==> config.mk <==
export PLATFORM = sky130hd
export DESIGN_NAME = websocket_frame_deframer_top
export DESIGN_NICKNAME = d
export VERILOG_FILES = /design/src/rtl/wsdf_pkg.sv /design/src/rtl/websocket_frame_deframer_top.sv
export SDC_FILE = /design/constraint.sdc
export NUM_CORES = 1
export LEC_CHECK = 0
export BUFFER_PORTS_ARGS = -buffer_cell sky130_fd_sc_hd__buf_2
export CELL_PAD_IN_SITES_DETAIL_PLACEMENT = 0
export CELL_PAD_IN_SITES_GLOBAL_PLACEMENT = 2
export CORE_ASPECT_RATIO = 0.75
export CORE_MARGIN = 4
export CORE_UTILIZATION = 35
export CTS_CLUSTER_SIZE = 14
export DETAILED_ROUTE_END_ITERATION = 8
export HOLD_SLACK_MARGIN = 0.06
export PLACE_DENSITY = 0.79
export SLEW_MARGIN = 20
export SYNTH_ARGS = -nofsm -noshare
export SYNTH_HDL_FRONTEND = slang
export SYNTH_SLANG_ARGS = --single-unit
==> constraint.sdc <==
create_clock -name clk -period 9.1 [get_ports clk]
set_input_delay 2.73 -clock clk [delete_from_list [all_inputs] [get_ports clk]]
set_output_delay 2.73 -clock clk [all_outputs]
set_load 0.01 [all_outputs]
==> src/rtl/wsdf_pkg.sv <==
// Shared types and helpers for the WebSocket frame deframer.
// Holds the parse phase encoding, the result record and the opcode classifier.
// No dependencies.
`timescale 1ns / 1ps

package wsdf_pkg;

  typedef enum logic [4:0] {
    PH_IDLE    = 5'b00001,
    PH_LEN     = 5'b00010,
    PH_EXT     = 5'b00100,
    PH_KEY     = 5'b01000,
    PH_PAYLOAD = 5'b10000
  } phase_t;

  localparam logic [3:0] OP_TEXT   = 4'h1;
  localparam logic [3:0] OP_BINARY = 4'h2;
  localparam logic [3:0] OP_CLOSE  = 4'h8;

  localparam logic [1:0] KIND_OTHER  = 2'd0;
  localparam logic [1:0] KIND_TEXT   = 2'd1;
  localparam logic [1:0] KIND_BINARY = 2'd2;
  localparam logic [1:0] KIND_CLOSE  = 2'd3;

  localparam logic [6:0] LEN_EXT16 = 7'd126;
  localparam logic [6:0] LEN_EXT64 = 7'd127;
  localparam logic [3:0] EXT_BYTES16 = 4'd2;
  localparam logic [3:0] EXT_BYTES64 = 4'd8;
  localparam logic [3:0] KEY_BYTES   = 4'd4;

  typedef struct packed {
    logic        is_header;
    logic [1:0]  frame_kind;
    logic [3:0]  opcode;
    logic        mask_present;
    logic [63:0] payload_length;
    logic [7:0]  payload_byte;
    logic        last;
  } result_t;

  function automatic logic [1:0] kind_of(input logic [3:0] op);
    logic [1:0] k;
    k = KIND_OTHER;
    if (op == OP_TEXT) k = KIND_TEXT;
    else if (op == OP_BINARY) k = KIND_BINARY;
    else if (op == OP_CLOSE) k = KIND_CLOSE;
    return k;
  endfunction

endpackage

==> src/rtl/websocket_frame_deframer_top.sv <==
// WebSocket frame deframer (RFC 6455 receive framing), one byte per beat.
// One input byte is accepted in every cycle while the two-entry output buffer
// (result register plus skid register) has room; a header beat or payload beat
// is registered before it leaves. in_ready drops only when both output
// entries are full, so a stalled consumer costs no throughput until the skid
// entry is taken. Header bytes give no result until the last one, which emits
// a descriptor; payload bytes come out unmasked with the 4-byte key.
// Depends on wsdf_pkg.
`timescale 1ns / 1ps

module websocket_frame_deframer_top (
  input  logic        clk,
  input  logic        rst_n,
  input  logic        in_valid,
  output logic        in_ready,
  input  logic [7:0]  in_data_byte,
  input  logic        in_frame_start,
  output logic        out_valid,
  input  logic        out_ready,
  output logic        out_is_header,
  output logic [1:0]  out_frame_kind,
  output logic [3:0]  out_opcode_out,
  output logic        out_mask_present,
  output logic [63:0] out_payload_length,
  output logic [7:0]  out_payload_byte,
  output logic        out_last
);

  wsdf_pkg::phase_t  phase_r, phase_nxt;
  logic [3:0]        hdr_idx_r, hdr_idx_nxt;
  logic [3:0]        opcode_r, opcode_nxt;
  logic              mask_r, mask_nxt;
  logic [3:0]        ext_size_r, ext_size_nxt;
  logic [63:0]       len_r, len_nxt;
  logic [31:0]       key_r, key_nxt;
  logic [1:0]        key_idx_r, key_idx_nxt;
  logic [63:0]       remain_r, remain_nxt;

  wsdf_pkg::result_t out_r, skid_r, res;
  logic              out_vld_r, skid_vld_r;
  logic              res_vld;
  logic              in_fire;
  logic              hdr_done;
  logic [3:0]        idx_inc;
  logic [7:0]        key_byte;
  logic              fin;
  logic              out_load, skid_load, out_from_skid;

  assign in_ready = !skid_vld_r;
  assign in_fire  = in_valid && in_ready;
  assign idx_inc  = 4'(hdr_idx_r + 4'd1);
  assign fin      = (remain_r == 64'd1);

  always_comb begin
    unique case (key_idx_r)
      2'd0: key_byte = key_r[31:24];
      2'd1: key_byte = key_r[23:16];
      2'd2: key_byte = key_r[15:8];
      2'd3: key_byte = key_r[7:0];
      default: key_byte = key_r[31:24];
    endcase
  end

  always_comb begin
    phase_nxt    = phase_r;
    hdr_idx_nxt  = hdr_idx_r;
    opcode_nxt   = opcode_r;
    mask_nxt     = mask_r;
    ext_size_nxt = ext_size_r;
    len_nxt      = len_r;
    key_nxt      = key_r;
    key_idx_nxt  = key_idx_r;
    remain_nxt   = remain_r;
    hdr_done     = 1'b0;
    res_vld      = 1'b0;
    res          = '0;

    if (in_fire) begin
      if (in_frame_start) begin
        // a start byte always aborts whatever frame was in progress
        opcode_nxt   = in_data_byte[3:0];
        mask_nxt     = 1'b0;
        ext_size_nxt = '0;
        len_nxt      = '0;
        key_nxt      = '0;
        key_idx_nxt  = '0;
        remain_nxt   = '0;
        hdr_idx_nxt  = '0;
        phase_nxt    = wsdf_pkg::PH_LEN;
      end else begin
        unique case (phase_r)
          wsdf_pkg::PH_LEN: begin
            mask_nxt    = in_data_byte[7];
            hdr_idx_nxt = '0;
            len_nxt     = '0;
            if (in_data_byte[6:0] == wsdf_pkg::LEN_EXT16) begin
              ext_size_nxt = wsdf_pkg::EXT_BYTES16;
              phase_nxt    = wsdf_pkg::PH_EXT;
            end else if (in_data_byte[6:0] == wsdf_pkg::LEN_EXT64) begin
              ext_size_nxt = wsdf_pkg::EXT_BYTES64;
              phase_nxt    = wsdf_pkg::PH_EXT;
            end else begin
              ext_size_nxt = '0;
              len_nxt      = {57'd0, in_data_byte[6:0]};
              if (in_data_byte[7]) phase_nxt = wsdf_pkg::PH_KEY;
              else hdr_done = 1'b1;
            end
          end
          wsdf_pkg::PH_EXT: begin
            len_nxt     = {len_r[55:0], in_data_byte};
            hdr_idx_nxt = idx_inc;
            if (idx_inc >= ext_size_r) begin
              hdr_idx_nxt = '0;
              if (mask_r) phase_nxt = wsdf_pkg::PH_KEY;
              else hdr_done = 1'b1;
            end
          end
          wsdf_pkg::PH_KEY: begin
            key_nxt     = {key_r[23:0], in_data_byte};
            hdr_idx_nxt = idx_inc;
            if (idx_inc >= wsdf_pkg::KEY_BYTES) begin
              hdr_idx_nxt = '0;
              hdr_done    = 1'b1;
            end
          end
          wsdf_pkg::PH_PAYLOAD: begin
            res_vld            = 1'b1;
            res.is_header      = 1'b0;
            res.frame_kind     = wsdf_pkg::kind_of(opcode_r);
            res.opcode         = opcode_r;
            res.mask_present   = mask_r;
            res.payload_length = len_r;
            res.payload_byte   = mask_r ? (in_data_byte ^ key_byte) : in_data_byte;
            res.last           = fin;
            key_idx_nxt        = 2'(key_idx_r + 2'd1);
            remain_nxt         = remain_r - 64'd1;
            if (fin) phase_nxt = wsdf_pkg::PH_IDLE;
          end
          wsdf_pkg::PH_IDLE: begin
            // stray bytes outside a frame are dropped
          end
          default: phase_nxt = wsdf_pkg::PH_IDLE;
        endcase

        if (hdr_done) begin
          res_vld            = 1'b1;
          res.is_header      = 1'b1;
          res.frame_kind     = wsdf_pkg::kind_of(opcode_r);
          res.opcode         = opcode_r;
          res.mask_present   = mask_nxt;
          res.payload_length = len_nxt;
          res.payload_byte   = '0;
          res.last           = (len_nxt == 64'd0);
          key_idx_nxt        = '0;
          remain_nxt         = len_nxt;
          phase_nxt          = (len_nxt == 64'd0) ? wsdf_pkg::PH_IDLE
                                                  : wsdf_pkg::PH_PAYLOAD;
        end
      end
    end
  end

  // res_vld implies the skid entry is empty (in_ready)
  assign skid_load     = res_vld && out_vld_r && !out_ready;
  assign out_load      = res_vld && !skid_load;
  assign out_from_skid = !res_vld && skid_vld_r && out_ready;

  always_ff @(posedge clk) begin
    if (!rst_n) begin
      phase_r    <= wsdf_pkg::PH_IDLE;
      hdr_idx_r  <= '0;
      opcode_r   <= '0;
      mask_r     <= 1'b0;
      ext_size_r <= '0;
      len_r      <= '0;
      key_r      <= '0;
      key_idx_r  <= '0;
      remain_r   <= '0;
      out_vld_r  <= 1'b0;
      skid_vld_r <= 1'b0;
    end else begin
      phase_r    <= phase_nxt;
      hdr_idx_r  <= hdr_idx_nxt;
      opcode_r   <= opcode_nxt;
      mask_r     <= mask_nxt;
      ext_size_r <= ext_size_nxt;
      len_r      <= len_nxt;
      key_r      <= key_nxt;
      key_idx_r  <= key_idx_nxt;
      remain_r   <= remain_nxt;
      if (skid_load) begin
        skid_vld_r <= 1'b1;
      end else if (out_load) begin
        out_vld_r <= 1'b1;
      end else if (out_vld_r && out_ready) begin
        if (skid_vld_r) skid_vld_r <= 1'b0;
        else out_vld_r <= 1'b0;
      end
    end
  end

  always_ff @(posedge clk) begin
    if (skid_load) skid_r <= res;
    if (out_load) out_r <= res;
    else if (out_from_skid) out_r <= skid_r;
  end

  assign out_valid          = out_vld_r;
  assign out_is_header      = out_r.is_header;
  assign out_frame_kind     = out_r.frame_kind;
  assign out_opcode_out     = out_r.opcode;
  assign out_mask_present   = out_r.mask_present;
  assign out_payload_length = out_r.payload_length;
  assign out_payload_byte   = out_r.payload_byte;
  assign out_last           = out_r.last;

endmodule

==> run metrics, run 1 <==
IO Pins 96; CTS Sinks 342; FILL cells 4569; Crit Path Max Fanout 79; Max Root-Sink Buffers 3; full die area 50800 µm²; status completed; peak supply drop 0.0859 mV; commonest non-fill, non-tap cell in the layout nor2_1; area leader, netlist edfxtp_1; via count 14462; WL per Instance 23.6 µm; CP Capture Type flop; fraction of layout cells with a size suffix above 1 15.8%; postcts setup bufs 0; Mapped Nets 1781; syn_area_per_cell 9.40 µm²; final-report max-slew violation count 0; Antenna Nets Post-Route 0; largest net degree at the start of global routing 86; Die Wd 259 µm; layout net count 1805; Final TNS setup 0 ns; CTS tree done; Worst Setup Path Type input pin to flop; Non-Filler Instances 2443; PostCTS Resize Cnt 0; Die Ht 196 µm; Max-slew headroom 12.9%; global-route wire length before repair 87.4 mm; maximum single-stage delay on the critical path 0.86 ns; clock-pin slew on the worst setup and hold paths 0.06 ns; Post-CTS Hold Buffers 0; Starting Density 35.7%; worst-skew pair later-pin latency 0.55 ns; setup ws final 2.86 ns; Slew @ Worst Pin 1.31 ns; H-tree levels 2; Root Driver clkbuf_16; Pleak 6.27 nW; initial antenna violation count 5; Netlist cell types 85; Cell Chain, Critical Path buf_2, nand2_2, buf_4, nor2_1, nand2_1, buf_4, a21oi_4, buf_4, mux2_2; CP required 9.38 ns; core footprint 46400 µm²; Post-synth EDFFs 162; final cycle utilization of the critical path 68.6%; GRT Resource Usage Total 22.0%; Placer Congestion 0.861; ys flop type dfxtp_1; final hold slack 0.468 ns; sequential area share after synthesis 51.2%; ys async rst share 0%; Placed Cells 2372; Reg2Reg Depth 9; post-DP HPWL 37.9 mm; TritonRoute pass-1 iters 6; Synth area leaders edfxtp_1 29%, dfxtp_1 22%, a21oi_1 5.5%; Post-Syn Area 16500 µm²; RSZ-0062 raised after global routing false; vias in the first global route 13325; layout overhead on the synthesized area 14.1%; total wire length 57.6 mm; fmax 0.160 GHz; worst min-delay path class flop to flop; clk_skew 0.0225 ns; post-layout power 3.62 mW; drt initial violations 1919; CTS Buf Count 39; crit start category input pin; Rows 68; final hold violations 0; Final min period 6.24 ns; GR Overflow Total 0; Yosys top cell area share 29.4%; setup violators final 0; drc violations 0; Worst Path Arrival 6.52 ns; Placement Setup Slack 2.38 ns; Slowest-stage cell, CP nor2_1; Ys Warns 0; max_cap viols 0; most frequent cells in the layout 219 x nor2_1, 185 x nand2_1, 182 x a21oi_1; Via density 5.92; CP dominant cell by count buf_4; P per Cell Area 192 nW/µm²; flops & latches, synth 342; number of port buffers 95; hold depth 2; Gate Count Post-Synth 1759
sequential cells by signal, indices dropped and copies added (netlist names), 2 cells and up:
name	cells
remain_r	64
out_payload_byte	8
out_payload_length	64
out_opcode_out	4
phase_r	5
len_r	64
out_frame_kind	2
hdr_idx_r	4
ext_size_r	2
key_idx_r	2
opcode_r	4
key_r	32
skid_r	81
synth_stat cells, types with 15 or more instances:
cell type  number
buf_2          31
nor3_1         37
a21oi_1       182
or4_1          15
nor2_1        223
o21ai_0       100
clkbuf_1       98
nand2_1       188
nand3_1        34
dfxtp_1       180
nor4_1         27
edfxtp_1      162
a32o_1         23
inv_1          24
and2_1         32
a22oi_1        97
mux2_2         58
layer usage:
| layer | track usage, % | share of wire, % | up-vias |
|---|---|---|---|
| met5 | 0 | 0.047 | - |
| met4 | 5.53 | 2.3 | 4 |
| met3 | 3.72 | 8.5 | 92 |
| met2 | 30.1 | 40 | 647 |
| met1 | 35.4 | 49 | 7120 |
| li1 | - | - | 6599 |
path summary, 6_finish.rpt:
kind                                          startpoint                               to  slack (ns)
worst max-delay path                            in_valid  out_payload_length[4]$_DFFE_PP_        2.86
worst min-delay path            remain_r[1]$_SDFFE_PN0P_         remain_r[1]$_SDFFE_PN0P_        0.47
worst max register to register   skid_vld_r$_SDFFE_PN0P_  out_payload_length[4]$_DFFE_PP_        4.64
worst min register to register  remain_r[1]$_SDFFE_PN0P_         remain_r[1]$_SDFFE_PN0P_        0.47
through the flow:
step | cell area, µm² | utilization (%)
global route | 18900 | 40.7
global placement | 17500 | 37.8
finish | 18900 | 40.7
floorplan | 16500 | -
detailed placement | 17500 | 37.8
CTS | 18900 | 40.7
power by group:
| group | internal [mW] | leakage [nW] | total (mW) | switching (mW) |
|---|---|---|---|---|
| Combinational | 0.109 | 2.86 | 0.352 | 0.243 |
| Sequential | 1.61 | 2.76 | 1.63 | 0.0175 |
| Clock | 0.972 | 0.650 | 1.64 | 0.671 |
| Total | 2.69 | 6.27 | 3.62 | 0.932 |
critical path: cells and delay by family:
kind / cells / cell delay, ns
multiplexers: 1 / 0.42
buffers and inverters: 4 / 1.54
AO/OA/AOI/OAI: 1 / 0.13
AND/OR/NAND/NOR: 3 / 1.47
final cells by class:
type	count	area (µm²)	area share, %
Antenna cell	1	2.50	0.0133
Clock buffer	44	1000	5.32
Clock inverter	26	312	1.65
Inverter	26	98.8	0.524
Multi-Input combinational cell	1251	7470	39.6
Sequential cell	342	8470	44.9
Tap cell	630	788	4.18
Timing Repair Buffer	123	723	3.83
kinds of logic after synthesis:
logic type,synth area share (%)
and+or+nand+nor,17.3
AOI/OAI and AO/OA,21.8
DFF,51.2
buffers and inverters,4.00
muxes,4.13
xor gates and xnor gates,0.953
adders and majority gates,0.681
(Power assumes the default switching activity.)
==> run 2: changes to the inputs <==
Clock period 9.1 ns to 5.2 ns, I/O delays scaled along.
==> run 2 against run 1 <==
Effect of this change: sequential share of layout area down 0.58 points; combinational power is 75% higher; count of clock-buffer cells in the layout rose by 7; die area unchanged; clock skew shrank 0.0018 ns; non-clock buffer count increased by 14; clock power rose by 84%.
==> run metrics, run 2 (synthesized netlist as in run 1, its figures left out) <==
global-route wire length before repair 87.9 mm; Cell Chain, Critical Path buf_2, and4_1, nand3_1, a32o_2, o21ai_4, inv_2, buf_4, o21ai_2, o21ai_4, buf_12; GRT Resource Usage Total 22.3%; worst min-delay path class flop to flop; post-DP HPWL 38.9 mm; P per Cell Area 339 nW/µm²; total wire length 58.3 mm; Crit Path Max Fanout 60; Non-Filler Instances 2457; Worst Setup Path Type input pin to flop; largest net degree at the start of global routing 62; postcts setup bufs 0; final-report max-slew violation count 0; Slowest-stage cell, CP buf_4; Root Driver clkbuf_16; Slew @ Worst Pin 1.24 ns; GR Overflow Total 0; final cycle utilization of the critical path 77.1%; Post-CTS Hold Buffers 0; fmax 0.250 GHz; crit start category input pin; drt initial violations 1943; post-layout power 6.48 mW; Rows 68; Max-slew headroom 17.1%; TritonRoute pass-1 iters 7; Placed Cells 2386; RSZ-0062 raised after global routing false; Placer Congestion 0.872; H-tree levels 2; max_cap viols 0; CTS Sinks 342; CP required 5.43 ns; peak supply drop 0.197 mV; PostCTS Resize Cnt 0; Critical path buffers and inverters 4; CP dominant cell by count o21ai_4; worst-skew pair later-pin latency 0.57 ns; CTS tree done; final hold violations 0; WL per Instance 23.7 µm; core footprint 46400 µm²; vias in the first global route 13380; maximum single-stage delay on the critical path 0.60 ns; Worst Path Arrival 4.24 ns; Max Root-Sink Buffers 3; Layout Utilization 41.2%; Die Ht 196 µm; CTS Buf Count 39; Antenna Nets Post-Route 0; clk_skew 0.0207 ns; full die area 50800 µm²; critical path's top delay family buffers and inverters; commonest non-fill, non-tap cell in the layout nor2_1; max reg flops 81; Pleak 6.38 nW; CP Capture Type flop; Via density 5.88; Final min period 4.01 ns; FILL cells 4510; initial antenna violation count 0; status completed; IO Pins 96; clock-pin slew on the worst setup and hold paths 0.06 ns; Die Wd 259 µm; most frequent cells in the layout 218 x nor2_1, 185 x nand2_1, 182 x a21oi_1; layout net count 1819; drc violations 0; Starting Density 35.7%; Final TNS setup 0 ns; number of port buffers 95; Top reg by flops skid_r; fraction of layout cells with a size suffix above 1 16.3%; layout overhead on the synthesized area 15.5%; diodes inserted 0; setup violators final 0; via count 14454
## run 2: cell count changes in the layout (fill, tap and decap cells not counted), sizes merged
| cell | change |
|---|---|
| clkinv | -7 |
| diode | -1 |
| inv | +1 |
| buf | +14 |
| clkinvlp | -1 |
| bufinv | +1 |
| clkbuf | +7 |
## run 2: routing by layer
metal / vias to the layer above / GRT usage, % / wire length, µm
met5: - / 0 / 0
li1: 6604 / - / -
met1: 7073 / 34.1 / 27500
met2: 690 / 32.2 / 24600
met3: 87 / 3.30 / 4790
met4: 0 / 6.81 / 1460
## run 2: layout make-up
cell class	count	area, µm²	area share [%]
clock buffer	51	1100	5.77
clock inverter	20	292	1.53
inverter	26	98.8	0.517
multi-input combinational	1251	7470	39.1
sequential	342	8470	44.3
tap	630	788	4.12
timing repair buffer	137	891	4.66
## run 2: path summary, 6_finish.rpt
check | cells past startpoint | slack, ns | startpoint | endpoint
min reg2reg | 2 | 0.48 | remain_r[1]$_SDFFE_PN0P_ | remain_r[1]$_SDFFE_PN0P_
min | 2 | 0.48 | remain_r[1]$_SDFFE_PN0P_ | remain_r[1]$_SDFFE_PN0P_
max | 10 | 1.19 | in_data_byte[6] | out_payload_length[31]$_DFFE_PP_
max reg2reg | 12 | 1.20 | hdr_idx_r[0]$_SDFFE_PN0P_ | out_payload_length[31]$_DFFE_PP_
## run 2: worst register-to-register path, cell delays in order (launching register included)
cell and delay [ns]:
dfxtp_1 0.44, nand3_1 0.12, xnor2_1 0.16, ha_1 0.31
nor2_1 0.07, nor4bb_1 0.47, a32o_2 0.35, o21ai_4 0.10
inv_2 0.07, buf_4 0.60, o21ai_2 0.15, o21ai_4 0.41
buf_12 0.36
## run 2: metrics by stage
step	instance area, µm²	hold slack (ns)	worst slack (ns)
floorplan	16500	0.444	0.0591
global placement	17700	0.455	0.681
detailed placement	17700	0.467	0.612
CTS	19100	0.477	1.20
global route	19100	0.496	0.935
finish	19100	0.475	1.19
## run 2: power breakdown
group	leakage (nW)	total (mW)	switching (mW)	internal, mW
clock	0.685	3.01	1.16	1.85
combinational	2.95	0.616	0.418	0.198
sequential	2.74	2.85	0.0299	2.82
total	6.38	6.48	1.61	4.87
